[src/rtl/core/utf8d_pkg.sv]
// Types, constants and helpers shared by the UTF-8 stream decoder modules.
package utf8d_pkg;

  // Width of the running offset counters; the offset fields carry them at full width.
  localparam int unsigned OffsetBits = 32;
  // Width of the offset fields in the result beat.
  localparam int unsigned OffFieldW  = 32;
  localparam int unsigned CodeW      = 21;

  // Lead byte classification masks and patterns.
  localparam logic [7:0] AsciiMask  = 8'b1000_0000;
  localparam logic [7:0] Lead2Mask  = 8'b1110_0000;
  localparam logic [7:0] Lead2Pat   = 8'b1100_0000;
  localparam logic [7:0] Lead3Mask  = 8'b1111_0000;
  localparam logic [7:0] Lead3Pat   = 8'b1110_0000;
  localparam logic [7:0] Lead4Mask  = 8'b1111_1000;
  localparam logic [7:0] Lead4Pat   = 8'b1111_0000;
  localparam logic [CodeW-1:0] BmpMax = CodeW'(16'hFFFF);

  localparam logic [1:0] OneWord  = 2'd1;
  localparam logic [1:0] TwoWords = 2'd2;

  typedef struct packed {
    logic [7:0] text_byte;
    logic       last_byte;
  } text_in_t;

  typedef struct packed {
    logic [CodeW-1:0]     char_code;
    logic [1:0]           utf16_words;
    logic [OffFieldW-1:0] byte_offset_after;
    logic [OffFieldW-1:0] utf16_offset_after;
    logic [OffFieldW-1:0] utf32_offset_after;
    logic                 truncated;
    logic                 invalid_lead;
    logic                 text_end;
  } char_out_t;

  // Per-byte outcome handed from the decoder to the offset counters.
  typedef struct packed {
    logic emit;
    logic two_words;
    logic text_end;
  } char_event_t;

endpackage

[src/rtl/core/utf8d_decode.sv]
// Combinational byte decoder: sequence tracking and character result for one byte.
module utf8d_decode (
  input  utf8d_pkg::text_in_t            beat_i,
  input  logic [1:0]                     pending_i,
  input  logic [utf8d_pkg::CodeW-1:0]    partial_i,
  output logic [1:0]                     pending_o,
  output logic [utf8d_pkg::CodeW-1:0]    partial_o,
  output utf8d_pkg::char_event_t         event_o,
  output logic [utf8d_pkg::CodeW-1:0]    code_o,
  output logic                           truncated_o,
  output logic                           invalid_o
);
  import utf8d_pkg::*;

  logic [7:0]       b;
  logic             last;
  logic [CodeW-1:0] joined;
  logic [1:0]       pend_dec;

  assign b        = beat_i.text_byte;
  assign last     = beat_i.last_byte;
  assign joined   = {partial_i[CodeW-7:0], b[5:0]};
  assign pend_dec = pending_i - 2'd1;

  always_comb begin
    pending_o   = pending_i;
    partial_o   = partial_i;
    code_o      = '0;
    truncated_o = 1'b0;
    invalid_o   = 1'b0;
    event_o     = '0;
    if (pending_i != 2'd0) begin
      // Continuation slot: take the low six bits, no checking.
      partial_o = joined;
      pending_o = pend_dec;
      if (pend_dec == 2'd0) begin
        event_o.emit = 1'b1;
        code_o       = joined;
      end else if (last) begin
        event_o.emit = 1'b1;
        truncated_o  = 1'b1;
      end
    end else if ((b & AsciiMask) == 8'd0) begin
      event_o.emit = 1'b1;
      code_o       = CodeW'(b);
    end else if ((b & Lead2Mask) == Lead2Pat || (b & Lead3Mask) == Lead3Pat ||
                 (b & Lead4Mask) == Lead4Pat) begin
      priority if ((b & Lead2Mask) == Lead2Pat) begin
        partial_o = CodeW'(b[4:0]);
        pending_o = 2'd1;
      end else if ((b & Lead3Mask) == Lead3Pat) begin
        partial_o = CodeW'(b[3:0]);
        pending_o = 2'd2;
      end else begin
        partial_o = CodeW'(b[2:0]);
        pending_o = 2'd3;
      end
      if (last) begin
        event_o.emit = 1'b1;
        truncated_o  = 1'b1;
      end
    end else begin
      event_o.emit = 1'b1;
      invalid_o    = 1'b1;
    end

    event_o.two_words = code_o > BmpMax;
    event_o.text_end  = last;

    // The end of the text clears the sequence state for the next text.
    if (last) begin
      pending_o = 2'd0;
      partial_o = '0;
    end
  end

endmodule

[src/rtl/core/utf8d_offsets.sv]
// Saturating byte, UTF-16 word and character offset counters.
module utf8d_offsets (
  input  logic                                clk_i,
  input  logic                                rst_ni,
  input  logic                                step_i,
  input  utf8d_pkg::char_event_t              event_i,
  output logic [utf8d_pkg::OffsetBits-1:0]    byte_after_o,
  output logic [utf8d_pkg::OffsetBits-1:0]    utf16_after_o,
  output logic [utf8d_pkg::OffsetBits-1:0]    char_after_o
);
  import utf8d_pkg::*;

  logic [OffsetBits-1:0] byte_q, byte_d;
  logic [OffsetBits-1:0] utf16_q, utf16_d;
  logic [OffsetBits-1:0] char_q, char_d;
  logic [OffsetBits:0]   byte_sum, utf16_sum, char_sum;
  logic [1:0]            words;

  assign words     = event_i.two_words ? TwoWords : OneWord;
  assign byte_sum  = {1'b0, byte_q} + (OffsetBits + 1)'(1);
  assign utf16_sum = {1'b0, utf16_q} + (OffsetBits + 1)'(words);
  assign char_sum  = {1'b0, char_q} + (OffsetBits + 1)'(1);

  // A carry out means the sum passed the top: hold at all ones.
  assign byte_after_o  = byte_sum[OffsetBits] ? '1 : byte_sum[OffsetBits-1:0];
  assign utf16_after_o = !event_i.emit ? utf16_q :
                         utf16_sum[OffsetBits] ? '1 : utf16_sum[OffsetBits-1:0];
  assign char_after_o  = !event_i.emit ? char_q :
                         char_sum[OffsetBits] ? '1 : char_sum[OffsetBits-1:0];

  always_comb begin
    byte_d  = byte_q;
    utf16_d = utf16_q;
    char_d  = char_q;
    if (step_i) begin
      if (event_i.text_end) begin
        byte_d  = '0;
        utf16_d = '0;
        char_d  = '0;
      end else begin
        byte_d  = byte_after_o;
        utf16_d = utf16_after_o;
        char_d  = char_after_o;
      end
    end
  end

  always_ff @(posedge clk_i or negedge rst_ni) begin
    if (!rst_ni) begin
      byte_q  <= '0;
      utf16_q <= '0;
      char_q  <= '0;
    end else begin
      byte_q  <= byte_d;
      utf16_q <= utf16_d;
      char_q  <= char_d;
    end
  end

endmodule

[src/rtl/core/utf8_stream_decoder.sv]
// Top level of the UTF-8 stream decoder: input register, decode stage, result register.
//
// The block takes UTF-8 text one byte per input beat (text_byte, last_byte)
// and gives one result beat per finished character: code point, UTF-16
// word count and the running byte, UTF-16 and character offsets after it.
// Bytes in the middle of a multi-byte sequence give no result beat. The
// beat that carries last_byte always gives a result beat, flagged text_end,
// and afterwards all offsets and sequence state are cleared for the next
// text. Invalid lead bytes give code point 0 with invalid_lead set; a text
// that ends inside a sequence gives code point 0 with truncated set.
// Both channels use valid/ready. An input beat lands in an input register;
// when the result side can take it, the decoder and the offset counters
// work on it and the result is written to the output register. One byte is
// taken per cycle, sustained, as long as the receiver keeps out_ready_i
// high; the sequence state and the counters loop around the decode stage
// through their own registers.
// When the receiver stalls, the result register holds, the decode stage
// holds its byte, and in_ready_o drops once the input register is full.
// Reset clears the pipeline valid flags, the sequence state and the offsets.
module utf8_stream_decoder (
  input  logic                 clk_i,
  input  logic                 rst_ni,
  input  logic                 in_valid_i,
  output logic                 in_ready_o,
  input  utf8d_pkg::text_in_t  in_data_i,
  output logic                 out_valid_o,
  input  logic                 out_ready_i,
  output utf8d_pkg::char_out_t out_data_o
);
  import utf8d_pkg::*;

  // Input register.
  logic     in_valid_q, in_valid_d;
  text_in_t in_beat_q;

  // Sequence state.
  logic [1:0]       pending_q, pending_d;
  logic [CodeW-1:0] partial_q, partial_d;

  // Result register.
  logic      out_valid_q, out_valid_d;
  char_out_t out_beat_q, out_beat_d;

  logic        res_ready;
  logic        step;
  char_event_t ev;
  logic [CodeW-1:0]      code;
  logic                  trunc, invalid;
  logic [OffsetBits-1:0] byte_after, utf16_after, char_after;

  // The result register can take a new beat when it is empty or being drained.
  assign res_ready  = !out_valid_q || out_ready_i;
  // The decode stage consumes its byte whenever the result side can follow.
  assign step       = in_valid_q && res_ready;
  assign in_ready_o = !in_valid_q || res_ready;

  utf8d_decode u_decode (
    .beat_i      (in_beat_q),
    .pending_i   (pending_q),
    .partial_i   (partial_q),
    .pending_o   (pending_d),
    .partial_o   (partial_d),
    .event_o     (ev),
    .code_o      (code),
    .truncated_o (trunc),
    .invalid_o   (invalid)
  );

  utf8d_offsets u_offsets (
    .clk_i         (clk_i),
    .rst_ni        (rst_ni),
    .step_i        (step),
    .event_i       (ev),
    .byte_after_o  (byte_after),
    .utf16_after_o (utf16_after),
    .char_after_o  (char_after)
  );

  always_comb begin
    in_valid_d = in_valid_q;
    if (in_valid_i && in_ready_o) begin
      in_valid_d = 1'b1;
    end else if (step) begin
      in_valid_d = 1'b0;
    end
  end

  always_comb begin
    out_beat_d.char_code          = code;
    out_beat_d.utf16_words        = ev.two_words ? TwoWords : OneWord;
    out_beat_d.byte_offset_after  = OffFieldW'(byte_after);
    out_beat_d.utf16_offset_after = OffFieldW'(utf16_after);
    out_beat_d.utf32_offset_after = OffFieldW'(char_after);
    out_beat_d.truncated          = trunc;
    out_beat_d.invalid_lead       = invalid;
    out_beat_d.text_end           = ev.text_end;

    out_valid_d = out_valid_q && !out_ready_i;
    if (step && ev.emit) begin
      out_valid_d = 1'b1;
    end
  end

  always_ff @(posedge clk_i or negedge rst_ni) begin
    if (!rst_ni) begin
      in_valid_q  <= 1'b0;
      out_valid_q <= 1'b0;
      pending_q   <= 2'd0;
      partial_q   <= '0;
    end else begin
      in_valid_q  <= in_valid_d;
      out_valid_q <= out_valid_d;
      if (step) begin
        pending_q <= pending_d;
        partial_q <= partial_d;
      end
    end
  end

  always_ff @(posedge clk_i) begin
    if (in_valid_i && in_ready_o) begin
      in_beat_q <= in_data_i;
    end
    if (step && ev.emit) begin
      out_beat_q <= out_beat_d;
    end
  end

  assign out_valid_o = out_valid_q;
  assign out_data_o  = out_beat_q;

  // The UTF-16 word count follows the code point range.
  a_words_match: assert property (@(posedge clk_i) disable iff (!rst_ni)
    out_valid_o |-> ((out_data_o.utf16_words == TwoWords) ==
                     (out_data_o.char_code > BmpMax)))
    else $error("utf16_words does not match char_code");

  // A truncated result only comes at the end of the text and carries code 0.
  a_trunc_end: assert property (@(posedge clk_i) disable iff (!rst_ni)
    (out_valid_o && out_data_o.truncated) |->
      (out_data_o.text_end && out_data_o.char_code == '0 && !out_data_o.invalid_lead))
    else $error("truncated result without end of text");

  // An invalid lead always gives code point 0.
  a_invalid_zero: assert property (@(posedge clk_i) disable iff (!rst_ni)
    (out_valid_o && out_data_o.invalid_lead) |-> (out_data_o.char_code == '0))
    else $error("invalid lead with nonzero code point");

  // After the last byte of a text the sequence state is empty.
  a_end_clears: assert property (@(posedge clk_i) disable iff (!rst_ni)
    (step && in_beat_q.last_byte) |=> (pending_q == 2'd0))
    else $error("sequence state not cleared at end of text");

  // The last byte of a text always produces a result beat.
  a_end_emits: assert property (@(posedge clk_i) disable iff (!rst_ni)
    (step && in_beat_q.last_byte) |=> (out_valid_o && out_data_o.text_end))
    else $error("end of text gave no result");

endmodule
[config.mk]
export PLATFORM = sky130hd
export DESIGN_NAME = utf8_stream_decoder
export DESIGN_NICKNAME = d
export VERILOG_FILES = /design/src/rtl/core/utf8d_pkg.sv /design/src/rtl/core/utf8d_decode.sv /design/src/rtl/core/utf8d_offsets.sv /design/src/rtl/core/utf8_stream_decoder.sv
export SDC_FILE = /design/constraint.sdc
export NUM_CORES = 1
export LEC_CHECK = 0
export ABC_CLOCK_PERIOD_IN_PS = 13000
export BUFFER_PORTS_ARGS = -buffer_cell sky130_fd_sc_hd__buf_2
export CAP_MARGIN = 5
export CORE_MARGIN = 2
export CORE_UTILIZATION = 56
export CTS_CLUSTER_DIAMETER = 150
export DETAILED_ROUTE_END_ITERATION = 7
export PLACE_DENSITY = 0.76
export SLEW_MARGIN = 20
export SYNTH_ARGS = -nofsm -noshare
export SYNTH_HDL_FRONTEND = slang
export SYNTH_HIERARCHICAL = 1
export SYNTH_SLANG_ARGS = --single-unit
[constraint.sdc]
create_clock -name clk_i -period 13 [get_ports clk_i]
set_clock_uncertainty 0.2 [all_clocks]
set_input_delay 0.65 -clock clk_i [delete_from_list [all_inputs] [get_ports clk_i]]
set_output_delay 0.65 -clock clk_i [all_outputs]
set_load 0.005 [all_outputs]
After elaboration in Yosys (flattened, before gate mapping). Cells that the tools add are included.

Equality and inequality tests: 4. Reductions and logical operators: 18. Mux-type cells: 37. $lt $le $gt $ge: 1. Add/sub/neg operators: 4.

Operators with widths (count): 32-bit 2-to-1 mux (8); 32-bit by 1-bit adder with 33-bit output (second input constant) (2); 15-bit 2-to-1 mux (4); 21-bit 2-to-1 mux (2); 32-bit by 2-bit adder with 33-bit output (1); 21-bit by 16-bit > comparator with 1-bit output (second input constant) (1); 1-bit 2-to-1 mux (14); 2-bit 2-to-1 mux (6); 8-bit logical NOT (1); 8-bit 2-to-1 mux (1); 5-bit equality test (second input constant) (1); 5-bit 2-to-1 mux (1); 4-bit equality test (second input constant) (1); 1-bit logical AND (4); 1-bit logical OR (4); 4-bit 2-to-1 mux (1); 2-bit nonzero test (2); 3-bit equality test (second input constant) (1); 1-bit logical NOT (3); 3-bit by 2-bit != test with 1-bit output (second input constant) (1); 3-bit AND reduction (1); 3-bit nonzero test (1); 2-bit logical NOT (1); 2-bit OR reduction (1); 2-bit by 1-bit subtractor with 2-bit output (second input constant) (1).

Output and inout port bits: 124. Flip-flop bits (word level): 246. Word-level logic and storage cells: 81. Bits of input ports: 13.

Longest topological paths before layout.
Depth after elaboration: 10. Depth in mapped cells: 13. Mapped depth without buffers: 12.

Modules after synthesis. Netlist, hierarchy kept.

Modules (own cells, without submodules): utf8d_offsets (cells an instance 938, area an instance 7231.9 µm², seq. area each 2402.3 µm², instances 1); utf8_stream_decoder (cells an instance 191, area an instance 4978.5 µm², seq. area each 4559.4 µm², instances 1); utf8d_decode (cells an instance 122, area an instance 772.0 µm², seq. area each 0.0 µm², instances 1).

Least setup slack after synthesis. No wires, ideal clock.

Path kind: reg-to-reg. Start: reg in_beat_q[8] (netlist bit). End: reg out_beat_q (netlist bit out_data_o[0]), enable pin. Buffers on the path: 1. Required time: 12.181 ns. Setup time: 0.619 ns. Stages on the path, launching flop included: 7. Period minus slack after synthesis: 7.562 ns. Slack: 5.438 ns. Data arrival time: 6.743 ns. Cells stage by stage: edfxtp_1 nand2_2 clkbuf_1 nor3_1 o21ai_0 nand2_1 nor2b_1.

RTL lines: start, declared (RTL line utf8_stream_decoder.sv:34) `text_in_t in_beat_q;`; start signal, assigned (RTL line utf8_stream_decoder.sv:122) `in_beat_q <= in_data_i;`; end signal, assigned (RTL line utf8_stream_decoder.sv:125) `out_beat_q <= out_beat_d;`; end, declared (RTL line utf8_stream_decoder.sv:42) `char_out_t out_beat_q, out_beat_d;`.

==> flow_metrics.env <==
export IMPL_run_status="complete, but fails checks"
export IMPL_violations="hold timing"
export IMPL_drtIter0Drc=1190
export IMPL_viasPerCell=6.22
export IMPL_p_int_mw=1.38
export IMPL_dp_cells=1544
export IMPL_layoutNonFillerInstCount=1592
export IMPL_postCtsHoldBufs=0
export IMPL_syn_inst=1221
export IMPL_worst_r2r_path_depth=11
export IMPL_drtAntennaViolNets=0
export IMPL_tightest_slew_ns=1.08
export IMPL_netlist_area_mm2=0.0126
export IMPL_final_common_cell="buf_2"
export IMPL_antenna_found_initial=0
export IMPL_gp_congestion=0.864
export IMPL_cts_root_buf="clkbuf_16"
export IMPL_cts_buffers=26
export IMPL_p_sw_uw=471
export IMPL_reg2reg_to="u_offsets/utf16_q[27]"
export IMPL_peakVddDrop_mv=0.0838
export IMPL_synth_fp_nets=1239
export IMPL_power_density_mw_per_mm2=131
export IMPL_hold_violations=5
export IMPL_grt_pass1_wl_um=46800
export IMPL_vias=9903
export IMPL_cap_violations=0
export IMPL_fin_crit_sh_pct=33.4
export IMPL_core_rowCount=54
export IMPL_fmax_mhz=230
export IMPL_crit_arrival_ns=4.57
export IMPL_wirelength_um=28700
export IMPL_cts_buffer_depth=3
export IMPL_cts_resized=0
export IMPL_layout_min_cycle_time_ns=4.35
export IMPL_setup_tns_ns=0
export IMPL_grt_max_degree=127
export IMPL_pin_count=137
export IMPL_layout_nets=1310
export IMPL_overflow=0
export IMPL_critPathMaxFanout=39
export IMPL_rr_startpoint="partial_q[10]"
export IMPL_worstSetupPathType="register to register"
export IMPL_switching_share_pct=25.4
export IMPL_leakage_nw=5.87
export IMPL_setup_ws_ns=8.66
export IMPL_post_cts_setup_buffers=0
export IMPL_drc=0
export IMPL_hpwl_um=18200
export IMPL_setup_viol=0
export IMPL_htreeDepth=1
export IMPL_dieHeight_um=154
export IMPL_p_clk_share_pct=38.1
export IMPL_crit_required_ns=13.22
export IMPL_coreArea_mm2=0.0220
export IMPL_dieArea_mm2=0.0238
export IMPL_relSlewSlack_pct=28.3
export IMPL_cp_start_kind="register"
export IMPL_cts_tree="yes"
export IMPL_track_usage_pct=23.8
export IMPL_area_growth_pct=11.5
export IMPL_final_cell_mix="buf_2 (135), nand2_1 (131), edfxtp_1 (131)"
export IMPL_holdWs_ns=-0.0155
export IMPL_initial_utilization_pct=57.4
export IMPL_power_frac_seq_pct=50.5
export IMPL_ys_warn_count=6
export IMPL_cts_sinks=246
export IMPL_clock_latency_ns=0.53
export IMPL_endpoint_kind="register"
export IMPL_reg2reg_slack_ns=8.66
export IMPL_post_place_ws_ns=8.69
export IMPL_comb_power_share_pct=11.4
export IMPL_drive_gt1_share_pct=18.1
export IMPL_clkTransAtPathRegs_ns=0.06
export IMPL_port_buffer_count=136
export IMPL_first_global_vias=9248
export IMPL_rsz0062_at_grt="false"
export IMPL_antenna_cells=0
export IMPL_slew_violations=0
export IMPL_avgSynthCellArea_um2=10.4
export IMPL_first_pass_iters=7
export IMPL_worst_hold_path_type="input pin to asynchronous set/reset pin"
export IMPL_die_x_um=154
export IMPL_wire_per_inst_um=18.0
==> final cells by class <==
class | count | area, um2
clock buffer | 39 | 729
sequential | 246 | 6810
multi-input combinational | 851 | 5290
clock inverter | 9 | 81.3
timing repair buffer | 145 | 754
inverter | 22 | 85.1
fill | 1741 | 7930
tap | 280 | 350
==> power groups by stage <==
stage / Clock (mW) / Sequential (mW) / Combinational [mW]
2_1_floorplan: 0 / 0.949 / 0.132
3_3_place_gp: 0 / 0.947 / 0.206
3_5_place_dp: 0 / 0.949 / 0.213
4_1_cts: 0.721 / 0.935 / 0.213
5_1_grt: 0.755 / 0.942 / 0.237
6_report: 0.705 / 0.935 / 0.212
==> worst max-delay path, cell delays in order (launching register included) <==
cell and delay (ns):
dfrtp_1 0.40, or4_1 0.53, o21a_1 0.23, inv_1 0.12, ha_1 0.18, inv_1 0.06
fa_1 0.39, nand4b_2 0.37, or4_4 0.65, or3_4 0.58, and3_1 0.26, a311oi_1 0.25
==> metal layers <==
layer | routed length, um | track usage, %
met1 | 13000 | 34.2
met2 | 13400 | 37.9
met3 | 1810 | 3.53
met4 | 573 | 7.36
met5 | 0 | 0
==> worst max path at each step <==
stage | from | to | slack (ns)
after CTS | partial_q[10] | u_offsets/utf16_q[27] | 8.65
after floorplan | in_beat_q[8] | out_data_o[0] | 5.46
final | partial_q[10] | u_offsets/utf16_q[27] | 8.66
after detailed placement | partial_q[10] | u_offsets/utf16_q[27] | 8.69
after global routing | partial_q[13] | u_offsets/utf16_q[27] | 8.46
after global placement | partial_q[10] | u_offsets/utf16_q[27] | 8.80
==> state kept, by name, indices dropped and copies added, names as in the netlist <==
| signal | cells |
|---|---|
| out_data_o | 122 |
| partial_q | 15 |
| out_valid_o | 1 |
| in_valid_q | 1 |
| u_offsets/utf16_q | 32 |
| pending_q | 2 |
| u_offsets/byte_q | 32 |
| in_beat_q | 9 |
| u_offsets/char_q | 32 |
==> per-stage QoR <==
step | utilization [%] | total power [mW] | instance area (um2) | hold WS [ns]
floorplan | - | 1.08 | 12600 | 0.154
global placement | 60.3 | 1.15 | 13300 | 0.315
detailed placement | 60.3 | 1.16 | 13300 | 0.329
CTS | 64.0 | 1.87 | 14100 | 0.0248
global route | 64.0 | 1.93 | 14100 | 0.0582
finish | 64.0 | 1.85 | 14100 | -0.0155
No activity file was read; power rests on OpenSTA's default activity.
